===== src/rtl/plt_pkg.sv =====
`default_nettype none

package plt_pkg;

    // Breakpoint table depth.
    localparam int MAX_POINTS = 16;

    // Field widths.
    localparam int PIX_W = 8;
    localparam int IDX_W = 4;
    localparam int CNT_W = 5;
    localparam int N_W   = $clog2(MAX_POINTS + 1);

    // Configuration port.
    localparam int ADDR_W = 3;
    localparam int DATA_W = 32;
    localparam logic [ADDR_W-3:0] REG_POINT_COUNT = 1'b0;
    localparam logic [CNT_W-1:0]  POINT_COUNT_RST = 5'd2;

    // Item function codes.
    localparam logic FUNC_WRITE = 1'b0;
    localparam logic FUNC_MAP   = 1'b1;

    localparam logic [PIX_W-1:0] PIX_MAX = '1;

    // Interpolation datapath widths.
    localparam int DY_W   = PIX_W + 1;
    localparam int PROD_W = 2 * DY_W;
    localparam int QUOT_W = PIX_W + 1;
    localparam int DIV_W  = PIX_W + 1;
    localparam int DSH_W  = DIV_W + QUOT_W - 1;
    localparam int REM_W  = DSH_W + 1;
    localparam int SUM_W  = REM_W + 2;
    localparam int Y_W    = QUOT_W + 2;
    localparam int OFFSET = 1 << (QUOT_W - 1);

    typedef struct packed {
        logic             ident;
        logic             at_end;
        logic [PIX_W-1:0] pix;
        logic [PIX_W-1:0] x0;
        logic [PIX_W-1:0] x1;
        logic [PIX_W-1:0] y0;
        logic [PIX_W-1:0] y1;
    } seg_t;

    typedef struct packed {
        logic              byp;
        logic [REM_W-1:0]  rem;
        logic [DSH_W-1:0]  dsh;
        logic [QUOT_W-1:0] quot;
        logic [PIX_W-1:0]  y0;
    } div_t;

endpackage

`default_nettype wire


===== src/rtl/plt_req_if.sv =====
`default_nettype none

interface plt_req_if;
    import plt_pkg::*;

    logic             valid;
    logic             ready;
    logic             func;
    logic [IDX_W-1:0] point_index;
    logic [PIX_W-1:0] point_x;
    logic [PIX_W-1:0] point_y;
    logic [PIX_W-1:0] pixel;

    modport source (output valid, func, point_index, point_x, point_y, pixel, input ready);
    modport sink   (input valid, func, point_index, point_x, point_y, pixel, output ready);
endinterface

`default_nettype wire


===== src/rtl/plt_rsp_if.sv =====
`default_nettype none

interface plt_rsp_if;
    import plt_pkg::*;

    logic             valid;
    logic             ready;
    logic [PIX_W-1:0] mapped;

    modport source (output valid, mapped, input ready);
    modport sink   (input valid, mapped, output ready);
endinterface

`default_nettype wire


===== src/rtl/plt_cfg_regs.sv =====
`default_nettype none

module plt_cfg_regs (
    input  wire logic                       clk,
    input  wire logic                       rst_n,
    input  wire logic                       psel,
    input  wire logic                       penable,
    input  wire logic                       pwrite,
    input  wire logic [plt_pkg::ADDR_W-1:0] paddr,
    input  wire logic [plt_pkg::DATA_W-1:0] pwdata,
    output logic      [plt_pkg::DATA_W-1:0] prdata,
    output logic                            pready,
    output logic      [plt_pkg::CNT_W-1:0]  point_count
);
    import plt_pkg::*;

    logic [CNT_W-1:0] point_count_reg;
    logic             hit;

    assign hit = (paddr[ADDR_W-1:2] == REG_POINT_COUNT);

    always_ff @(posedge clk or negedge rst_n)
    begin
        if (!rst_n)
        begin
            point_count_reg <= POINT_COUNT_RST;
        end
        else if (psel && penable && pwrite && pready && hit)
        begin
            point_count_reg <= pwdata[CNT_W-1:0];
        end
    end

    assign prdata      = hit ? DATA_W'(point_count_reg) : '0;
    assign pready      = 1'b1;
    assign point_count = point_count_reg;

endmodule

`default_nettype wire


===== src/rtl/plt_seg_select.sv =====
`default_nettype none

module plt_seg_select (
    input  wire logic                      clk,
    input  wire logic                      rst_n,
    input  wire logic                      adv,
    input  wire logic                      take,
    input  wire logic                      func,
    input  wire logic [plt_pkg::IDX_W-1:0] point_index,
    input  wire logic [plt_pkg::PIX_W-1:0] point_x,
    input  wire logic [plt_pkg::PIX_W-1:0] point_y,
    input  wire logic [plt_pkg::PIX_W-1:0] pixel,
    input  wire logic [plt_pkg::CNT_W-1:0] point_count,
    output logic                           seg_valid,
    output plt_pkg::seg_t                  seg
);
    import plt_pkg::*;

    logic [PIX_W-1:0]      bx_reg [MAX_POINTS];
    logic [PIX_W-1:0]      by_reg [MAX_POINTS];
    logic [N_W-1:0]        n;
    logic [MAX_POINTS-1:0] cont;
    logic [MAX_POINTS-1:0] sel;
    seg_t                  seg_next;
    seg_t                  seg_reg;
    logic                  seg_valid_reg;

    // Table writes land at the edge that accepts the write beat, so any map
    // beat accepted later reads the updated entries.
    always_ff @(posedge clk or negedge rst_n)
    begin
        if (!rst_n)
        begin
            for (int k = 0; k < MAX_POINTS; k++)
            begin
                bx_reg[k] <= (k == 1) ? PIX_MAX : '0;
                by_reg[k] <= (k == 1) ? PIX_MAX : '0;
            end
        end
        else if (take && adv && (func == FUNC_WRITE))
        begin
            for (int k = 0; k < MAX_POINTS; k++)
            begin
                if (int'(point_index) == k)
                begin
                    bx_reg[k] <= point_x;
                    by_reg[k] <= point_y;
                end
            end
        end
    end

    assign n = (int'(point_count) > MAX_POINTS) ? N_W'(MAX_POINTS) : N_W'(point_count);

    // The search moves past segment k while its right end lies below the pixel;
    // the selected segment is the first one where it stops.
    for (genvar k = 0; k < MAX_POINTS; k++)
    begin : g_cmp
        localparam logic [MAX_POINTS-1:0] LOW = (MAX_POINTS'(1) << k) - MAX_POINTS'(1);
        if (k < MAX_POINTS - 1)
        begin : g_cont
            assign cont[k] = ((k + 1) < int'(n)) && (bx_reg[k+1] < pixel);
        end
        else
        begin : g_last
            assign cont[k] = 1'b0;
        end
        assign sel[k] = !cont[k] && ((cont | ~LOW) == '1);
    end

    always_comb
    begin
        seg_next        = '0;
        seg_next.pix    = pixel;
        seg_next.ident  = (n < N_W'(2));
        for (int k = 0; k < MAX_POINTS; k++)
        begin
            if (sel[k])
            begin
                seg_next.x0 = seg_next.x0 | bx_reg[k];
                seg_next.y0 = seg_next.y0 | by_reg[k];
            end
            if (sel[k] && ((k + 1) == int'(n)))
            begin
                seg_next.at_end = 1'b1;
            end
        end
        for (int k = 0; k < MAX_POINTS - 1; k++)
        begin
            if (sel[k])
            begin
                seg_next.x1 = seg_next.x1 | bx_reg[k+1];
                seg_next.y1 = seg_next.y1 | by_reg[k+1];
            end
        end
    end

    always_ff @(posedge clk or negedge rst_n)
    begin
        if (!rst_n)
        begin
            seg_valid_reg <= 1'b0;
        end
        else if (adv)
        begin
            seg_valid_reg <= take && (func == FUNC_MAP);
        end
    end

    always_ff @(posedge clk)
    begin
        if (adv)
        begin
            seg_reg <= seg_next;
        end
    end

    assign seg_valid = seg_valid_reg;
    assign seg       = seg_reg;

    a_sel_onehot: assert property (@(posedge clk) disable iff (!rst_n) $onehot(sel))
        else $error("segment select is not one-hot");

    a_seg_right: assert property (@(posedge clk) disable iff (!rst_n)
        seg_valid_reg && !seg_reg.ident && !seg_reg.at_end |-> seg_reg.x1 >= seg_reg.pix)
        else $error("selected segment ends below the pixel");

endmodule

`default_nettype wire


===== src/rtl/plt_div_step.sv =====
`default_nettype none

module plt_div_step (
    input  wire logic          clk,
    input  wire logic          rst_n,
    input  wire logic          adv,
    input  wire logic          in_valid,
    input  wire plt_pkg::div_t d_in,
    output logic               out_valid,
    output plt_pkg::div_t      d_out
);
    import plt_pkg::*;

    logic ge;
    div_t d_next;
    div_t d_reg;
    logic valid_reg;

    // One restoring step: try the divisor at the current weight.
    assign ge = (d_in.rem >= REM_W'(d_in.dsh));

    always_comb
    begin
        d_next      = d_in;
        d_next.rem  = ge ? (d_in.rem - REM_W'(d_in.dsh)) : d_in.rem;
        d_next.quot = {d_in.quot[QUOT_W-2:0], ge};
        d_next.dsh  = d_in.dsh >> 1;
    end

    always_ff @(posedge clk or negedge rst_n)
    begin
        if (!rst_n)
        begin
            valid_reg <= 1'b0;
        end
        else if (adv)
        begin
            valid_reg <= in_valid;
        end
    end

    always_ff @(posedge clk)
    begin
        if (adv)
        begin
            d_reg <= d_next;
        end
    end

    assign out_valid = valid_reg;
    assign d_out     = d_reg;

endmodule

`default_nettype wire


===== src/rtl/plt_interp.sv =====
`default_nettype none

module plt_interp (
    input  wire logic                 clk,
    input  wire logic                 rst_n,
    input  wire logic                 adv,
    input  wire logic                 seg_valid,
    input  wire plt_pkg::seg_t        seg,
    output logic                      out_valid,
    output logic [plt_pkg::PIX_W-1:0] mapped
);
    import plt_pkg::*;

    logic signed [DY_W-1:0]   dx;
    logic signed [DY_W-1:0]   dy;
    logic                     hold;
    logic                     b_valid_reg;
    logic                     b_byp_reg;
    logic [PIX_W-1:0]         b_y0_reg;
    logic signed [PROD_W-1:0] b_num_reg;
    logic [PIX_W-1:0]         b_den_reg;
    logic signed [SUM_W-1:0]  sum_c;
    div_t                     c_next;
    div_t                     dv [QUOT_W+1];
    logic                     dv_valid [QUOT_W+1];
    div_t                     c_reg;
    logic                     c_valid_reg;
    logic signed [Y_W-1:0]    y_full;
    logic [PIX_W-1:0]         mapped_next;
    logic [PIX_W-1:0]         mapped_reg;
    logic                     out_valid_reg;

    // Ends of the table, a zero-width segment and a short table all pass y0
    // (or the pixel itself) straight through.
    assign hold = seg.at_end || (seg.x0 > seg.pix) || (seg.x1 <= seg.x0);
    assign dx   = $signed({1'b0, seg.pix - seg.x0});
    assign dy   = $signed({1'b0, seg.y1}) - $signed({1'b0, seg.y0});

    always_ff @(posedge clk or negedge rst_n)
    begin
        if (!rst_n)
        begin
            b_valid_reg   <= 1'b0;
            c_valid_reg   <= 1'b0;
            out_valid_reg <= 1'b0;
        end
        else if (adv)
        begin
            b_valid_reg   <= seg_valid;
            c_valid_reg   <= b_valid_reg;
            out_valid_reg <= dv_valid[QUOT_W];
        end
    end

    always_ff @(posedge clk)
    begin
        if (adv)
        begin
            b_byp_reg  <= seg.ident || hold;
            b_y0_reg   <= seg.ident ? seg.pix : seg.y0;
            b_num_reg  <= dx * dy;
            b_den_reg  <= seg.x1 - seg.x0;
            c_reg      <= c_next;
            mapped_reg <= mapped_next;
        end
    end

    // The quotient is biased by OFFSET so that the dividend stays positive:
    // dividend = 2*num + den + 2*den*OFFSET, divisor = 2*den.
    assign sum_c = (SUM_W'(b_num_reg) <<< 1)
                 + SUM_W'({b_den_reg, {QUOT_W{1'b0}}})
                 + SUM_W'(b_den_reg);

    always_comb
    begin
        c_next      = '0;
        c_next.byp  = b_byp_reg;
        c_next.y0   = b_y0_reg;
        c_next.rem  = sum_c[REM_W-1:0];
        c_next.dsh  = {b_den_reg, 1'b0, {(QUOT_W-1){1'b0}}};
    end

    assign dv[0]       = c_reg;
    assign dv_valid[0] = c_valid_reg;

    for (genvar g = 0; g < QUOT_W; g++)
    begin : g_div
        plt_div_step u_step (
            .clk       (clk),
            .rst_n     (rst_n),
            .adv       (adv),
            .in_valid  (dv_valid[g]),
            .d_in      (dv[g]),
            .out_valid (dv_valid[g+1]),
            .d_out     (dv[g+1])
        );
    end

    assign y_full = $signed(Y_W'(dv[QUOT_W].y0)) + $signed(Y_W'(dv[QUOT_W].quot))
                  - $signed(Y_W'(OFFSET));

    always_comb
    begin
        if (dv[QUOT_W].byp)
        begin
            mapped_next = dv[QUOT_W].y0;
        end
        else if (y_full < 0)
        begin
            mapped_next = '0;
        end
        else if (y_full > $signed(Y_W'(PIX_MAX)))
        begin
            mapped_next = PIX_MAX;
        end
        else
        begin
            mapped_next = y_full[PIX_W-1:0];
        end
    end

    assign out_valid = out_valid_reg;
    assign mapped    = mapped_reg;

    a_quot_fits: assert property (@(posedge clk) disable iff (!rst_n)
        c_valid_reg && !c_reg.byp |-> c_reg.rem < {c_reg.dsh, 1'b0})
        else $error("interpolation quotient overflows the divider");

endmodule

`default_nettype wire


===== src/rtl/piecewise_linear_tone_curve_core.sv =====
`default_nettype none

// Piecewise-linear tone curve for 8-bit pixels. Beats on req either write a
// breakpoint (func write: point_index, point_x, point_y) or map a pixel (func
// map), and every map beat yields exactly one beat on rsp carrying the mapped
// level; write beats yield nothing. Breakpoints must be loaded in ascending x
// order and take effect for every map beat accepted after the write beat.
// The number of breakpoints in use is the point_count register at APB address
// 0 (reset 2, table reset holding the identity line); below two points the
// curve is the identity, and point_count should only be changed while the
// block is idle. The datapath is a pipeline of thirteen register stages: the
// segment search over the whole table in one stage, the slope multiply in
// the next, the biased dividend in the third, then a nine-step restoring
// divider at one quotient bit per stage and a final unbiasing and clamping
// stage. One beat is accepted every clock unless the pipeline is held; the
// whole pipeline holds while a finished result waits on rsp, so req.ready
// follows the output register being empty or being drained.
module piecewise_linear_tone_curve_core (
    input  wire logic                       clk,
    input  wire logic                       rst_n,
    input  wire logic                       psel,
    input  wire logic                       penable,
    input  wire logic                       pwrite,
    input  wire logic [plt_pkg::ADDR_W-1:0] paddr,
    input  wire logic [plt_pkg::DATA_W-1:0] pwdata,
    output logic      [plt_pkg::DATA_W-1:0] prdata,
    output logic                            pready,
    plt_req_if.sink                         req,
    plt_rsp_if.source                       rsp
);
    import plt_pkg::*;

    logic             adv;
    logic [CNT_W-1:0] point_count;
    logic             seg_valid;
    seg_t             seg;
    logic             out_valid;
    logic [PIX_W-1:0] mapped;

    // Every stage moves on together whenever the output register is free.
    assign adv       = !out_valid || rsp.ready;
    assign req.ready = adv;

    plt_cfg_regs u_cfg (
        .clk         (clk),
        .rst_n       (rst_n),
        .psel        (psel),
        .penable     (penable),
        .pwrite      (pwrite),
        .paddr       (paddr),
        .pwdata      (pwdata),
        .prdata      (prdata),
        .pready      (pready),
        .point_count (point_count)
    );

    // Breakpoint table and segment search; the selected endpoints are
    // captured with the beat so later table writes cannot disturb it.
    plt_seg_select u_sel (
        .clk         (clk),
        .rst_n       (rst_n),
        .adv         (adv),
        .take        (req.valid),
        .func        (req.func),
        .point_index (req.point_index),
        .point_x     (req.point_x),
        .point_y     (req.point_y),
        .pixel       (req.pixel),
        .point_count (point_count),
        .seg_valid   (seg_valid),
        .seg         (seg)
    );

    // Multiply, biased divide with round-half-up, clamp and output register.
    plt_interp u_interp (
        .clk       (clk),
        .rst_n     (rst_n),
        .adv       (adv),
        .seg_valid (seg_valid),
        .seg       (seg),
        .out_valid (out_valid),
        .mapped    (mapped)
    );

    assign rsp.valid  = out_valid;
    assign rsp.mapped = mapped;

endmodule

`default_nettype wire

===== src/flat_wrapper.sv =====
// flat-port wrapper written by rule: the top's interface ports become plain ports
module piecewise_linear_tone_curve_core_flat import plt_pkg::*;
  (clk, rst_n, psel, penable, pwrite, paddr, pwdata, prdata, pready, req_valid, req_func, req_point_index, req_point_x, req_point_y, req_pixel, req_ready, rsp_valid, rsp_mapped, rsp_ready);
  plt_req_if req_i ();
  plt_rsp_if rsp_i ();
  input  wire logic clk;
  input  wire logic rst_n;
  input  wire logic psel;
  input  wire logic penable;
  input  wire logic pwrite;
  input  wire logic [plt_pkg::ADDR_W-1:0] paddr;
  input  wire logic [plt_pkg::DATA_W-1:0] pwdata;
  output logic      [plt_pkg::DATA_W-1:0] prdata;
  output logic pready;
  input wire logic [$bits(req_i.valid)-1:0] req_valid;
  input wire logic [$bits(req_i.func)-1:0] req_func;
  input wire logic [$bits(req_i.point_index)-1:0] req_point_index;
  input wire logic [$bits(req_i.point_x)-1:0] req_point_x;
  input wire logic [$bits(req_i.point_y)-1:0] req_point_y;
  input wire logic [$bits(req_i.pixel)-1:0] req_pixel;
  output wire logic [$bits(req_i.ready)-1:0] req_ready;
  output wire logic [$bits(rsp_i.valid)-1:0] rsp_valid;
  output wire logic [$bits(rsp_i.mapped)-1:0] rsp_mapped;
  input wire logic [$bits(rsp_i.ready)-1:0] rsp_ready;
  assign req_i.valid = req_valid;
  assign req_i.func = req_func;
  assign req_i.point_index = req_point_index;
  assign req_i.point_x = req_point_x;
  assign req_i.point_y = req_point_y;
  assign req_i.pixel = req_pixel;
  assign req_ready = req_i.ready;
  assign rsp_valid = rsp_i.valid;
  assign rsp_mapped = rsp_i.mapped;
  assign rsp_i.ready = rsp_ready;
  piecewise_linear_tone_curve_core u_core (.clk(clk), .rst_n(rst_n), .psel(psel), .penable(penable), .pwrite(pwrite), .paddr(paddr), .pwdata(pwdata), .prdata(prdata), .pready(pready), .req(req_i), .rsp(rsp_i));
endmodule

===== config.mk =====
export PLATFORM = sky130hd
export DESIGN_NAME = piecewise_linear_tone_curve_core_flat
export DESIGN_NICKNAME = d
export VERILOG_FILES = /design/src/rtl/plt_pkg.sv /design/src/rtl/plt_req_if.sv /design/src/rtl/plt_rsp_if.sv /design/src/rtl/plt_cfg_regs.sv /design/src/rtl/plt_seg_select.sv /design/src/rtl/plt_div_step.sv /design/src/rtl/plt_interp.sv /design/src/rtl/piecewise_linear_tone_curve_core.sv /design/src/flat_wrapper.sv
export SDC_FILE = /design/constraint.sdc
export NUM_CORES = 2
export LEC_CHECK = 0
export ABC_AREA = 1
export BUFFER_PORTS_ARGS = -buffer_cell sky130_fd_sc_hd__clkbuf_2
export CAP_MARGIN = 5
export CORE_ASPECT_RATIO = 0.75
export CORE_MARGIN = 3
export CORE_UTILIZATION = 61
export CTS_CLUSTER_SIZE = 16
export DETAILED_ROUTE_END_ITERATION = 12
export GPL_TIMING_DRIVEN = 1
export PLACE_DENSITY = 0.78
export SYNTH_ARGS = -nofsm -noshare
export SYNTH_HDL_FRONTEND = slang
export SYNTH_SLANG_ARGS = --single-unit

===== constraint.sdc =====
create_clock -name clk -period 24.9 [get_ports clk]
set_input_delay 4.98 -clock clk [delete_from_list [all_inputs] [get_ports clk]]
set_output_delay 4.98 -clock clk [all_outputs]
set_load 0.03 [all_outputs]

==> metrics.md <==
| Metric | Value |
|---|---|
| Status | finished, final reports clean |
| Worst-Margin Slew | between 1000 and 1500 ps |
| DRC | 0 |
| Max Clk Rate | 0.08647 GHz |
| Initial antenna violation count | 5 |
| GRT Overall Usage | between 20% and 30% |
| Mapped Cells | approximately 4000 |
| Full die area | between 60000 and 70000 µm² |
| Critical-path maximum fanout | approximately 110 |
| Top FF cell, synth | edfxtp_1 |
| Fraction of layout cells with a size suffix above 1 | a little over a tenth |
| Synth area leader | edfxtp_1 |
| # resized after CTS | 0 |
| Cell variety after synth | 58 |
| Area taken by multi-input logic gates | 17250 µm² |
| Post-synth top cells | nand2_1, inv_1, edfxtp_1 |
| Total CTS buffers | slightly above 70 |
| Clk slew on worst S/H paths | 60 ps |
| Unrepaired setup endpoints after global routing | no |
| Longest Clk Path Bufs | 3 |
| Number of synthesized register bits | between 700 and 800 |
| Pin count of the biggest net entering global routing | 203 |
| # hold bufs at CTS | 0 |
| Non-filler cells, final | around 5000 |
| Final estimated routing congestion in global placement | a little over 0.9 |
| Clock Tree Root | clkbuf_16 |
| # setup viols final | 0 |
| Initial drt markers | around 2800 |
| Tmin final | between 10000 and 15000 ps |
| Fin Clk Skew | between 20 and 25 ps |
| Worst hold stages | 0 |
| Row cnt | 80 |
| Worst reg2reg path depth | 30 |
| Initial Utilization | ~62% |
| H-Tree Depth | 3 |
| Sequential share of the synthesized area | ~51% |
| Antenna viol nets, final | 0 |
| Sink Count | 718 |
| Drt first pass iters | 6 |
| Post-Syn Area | ~40000 µm² |
| Yosys top cell area share | around 33% |
| Area growth, synth to finish | 8.495% |
| Slew Limit Fails | 0 |
| Fin. Hold Viols | 0 |
| Grt total ovfl | 0 |
| Worst Path Arrival | 6580 ps |
| Clock latency on the worst-skew pair | about 640 ps |
| Post-CTS Setup Repair Bufs | 0 |
| DR WL/cell | around 18 µm |
| Final Cell Area | approximately 43000 µm² |
| Number of synthesized flops with an enable pin | around 440 |
| Total wire length | ~91000 µm |
| Area contributors post-synth | edfxtp_1, dfrtp_1, ha_1, nand2_1, inv_1 |
| CTS tree | yes |
| Die Wd | around 300 µm |
| WS Path Type | in2out |
| Vias/cell | roughly 5.8 |
| Core outline area | 64060 µm² |
| Rel. slew slack | ~28% |
| Die height | about 230 µm |
| Max-cap viol count | 0 |
| Synth Area per Inst | between 9 and 10 µm² |
| HP Class | reg2reg |
| Placed cell count | 4891 |
| Ys Warns | 0 |
| Most common cell in the synthesized netlist | nand2_1 |
| CP Capture Type | output port |
| Final #Nets | between 4000 and 5000 |
| Setup crit start kind | input pin |
| Crit share post-route | 46.44% |
| Vias in the first global route | roughly 28000 |
| Vias | roughly 29000 |
| Worst path required time | between 15000 and 20000 ps |
| Register area | around 20000 µm² |
| FILL cells | about 4800 |
| Largest register FFs | 326 |
| # port buffers | 56 |
| Setup total negative slack | 0 ps |
| Final Util | between 60 and 70% |
| I/O pins | about 110 |
| Area after DPL | just over 40000 µm² |
| First-pass GRT wire length | approximately 150000 µm |
| Async SR Flop Fraction | between 30% and 40% |
| HPWL Detailed | roughly 64000 µm |
-- kinds of logic after synthesis --
kind of cell / share of synthesized area (%)
flip-flops: 50.75
other: 0.01886
AO/OA/AOI/OAI: 6.796
adder cells (fa/ha/maj): 11.36
multiplexers: 4.467
AND/OR/NAND/NOR: 17.81
buffers and inverters: 6.362
XOR/XNOR: 2.441
-- routing by layer --
metal / track usage (%) / vias to the layer above / share of wire (%)
li1: - / 13810 / -
met1: 37.37 / 13870 / 43
met2: 42.36 / 1170 / 45
met3: 6.826 / 177 / 9.0
met4: 7.770 / 8 / 2.3
met5: 0 / - / 0.055
-- layout make-up --
| cell class | count | area share, % |
|---|---|---|
| Inverter | 467 | 4.080 |
| Clock buffer | 95 | 4.604 |
| Timing Repair Buffer | 94 | 1.361 |
| Tap cell | 861 | 2.493 |
| Sequential cell | 718 | 46.77 |
| Multi-Input combinational cell | 2751 | 39.92 |
| Antenna cell | 1 | 0.005791 |
| Clock inverter | 36 | 0.7645 |
-- stage by stage --
step | hold WS, ps | setup WS, ps
global placement | 400.4 | 13360
finish | 414.1 | 13340
floorplan | 400.3 | 2426
global route | 410.9 | 13150
detailed placement | 404.5 | 13320
CTS | 408.4 | 13320
-- layout by cell type (no fill, tap or decap), types with 6 or more instances in the layout --
| cell type | netlist | final |
|---|---|---|
| nand2_1 | 801 | 801 |
| inv_1 | 454 | 453 |
| edfxtp_1 | 444 | 444 |
| nor2_1 | 376 | 372 |
| ha_1 | 272 | 272 |
| o21ai_0 | 266 | 266 |
| dfrtp_1 | 257 | 257 |
| nand3_1 | 185 | 185 |
| a21oi_1 | 162 | 162 |
| mux2_2 | 150 | 150 |
| nand4_1 | 134 | 134 |
| clkbuf_16 | 0 | 73 |
| xor2_1 | 72 | 72 |
| fa_1 | 56 | 56 |
| clkbuf_2 | 0 | 55 |
| xnor2_1 | 39 | 39 |
| buf_4 | 34 | 37 |
| conb_1 | 2 | 28 |
| nand3b_1 | 26 | 26 |
| nor3_1 | 24 | 24 |
| dfstp_2 | 17 | 17 |
| o21ai_1 | 16 | 16 |
| nor4_1 | 18 | 15 |
| o21a_1 | 14 | 14 |
| clkbuf_1 | 72 | 14 |
| or2_2 | 12 | 12 |
| inv_2 | 10 | 10 |
| nor2_2 | 7 | 10 |
| clkinvlp_4 | 0 | 10 |
| o21bai_1 | 9 | 9 |
| clkinv_1 | 2 | 9 |
| mux2_1 | 8 | 8 |
| clkinv_2 | 0 | 8 |
| clkbuf_8 | 0 | 8 |
| o31ai_1 | 7 | 7 |
| nor2_4 | 6 | 7 |
| a21boi_0 | 7 | 7 |
| nand2_2 | 6 | 6 |
-- worst max-delay path: stages --
cell,delay (ps)
clkbuf_2,80
nor2_1,700
inv_8,440
clkbuf_2,320
-- worst paths after layout --
kind | slack [ps] | from | to
worst min register to register | 410 | u_core.u_interp.g_div[6].u_step.d_out[5] | u_core.u_interp.g_div[7].u_step.d_out[5]
worst min-delay path | 410 | u_core.u_interp.g_div[6].u_step.d_out[5] | u_core.u_interp.g_div[7].u_step.d_out[5]
max in group asynchronous | 18650 | rst_n | u_core.u_sel.bx_reg[47]
worst max-delay path | 13340 | rsp_ready | req_ready
worst max register to register | 17780 | u_core.u_sel.seg[24] | u_core.u_interp.b_num_reg[15]
min in group asynchronous | 4310 | rst_n | u_core.u_sel.by_reg[125]
Power is not shown: default switching activity piles up to over one toggle a cycle in this logic, so the estimate is an artifact.
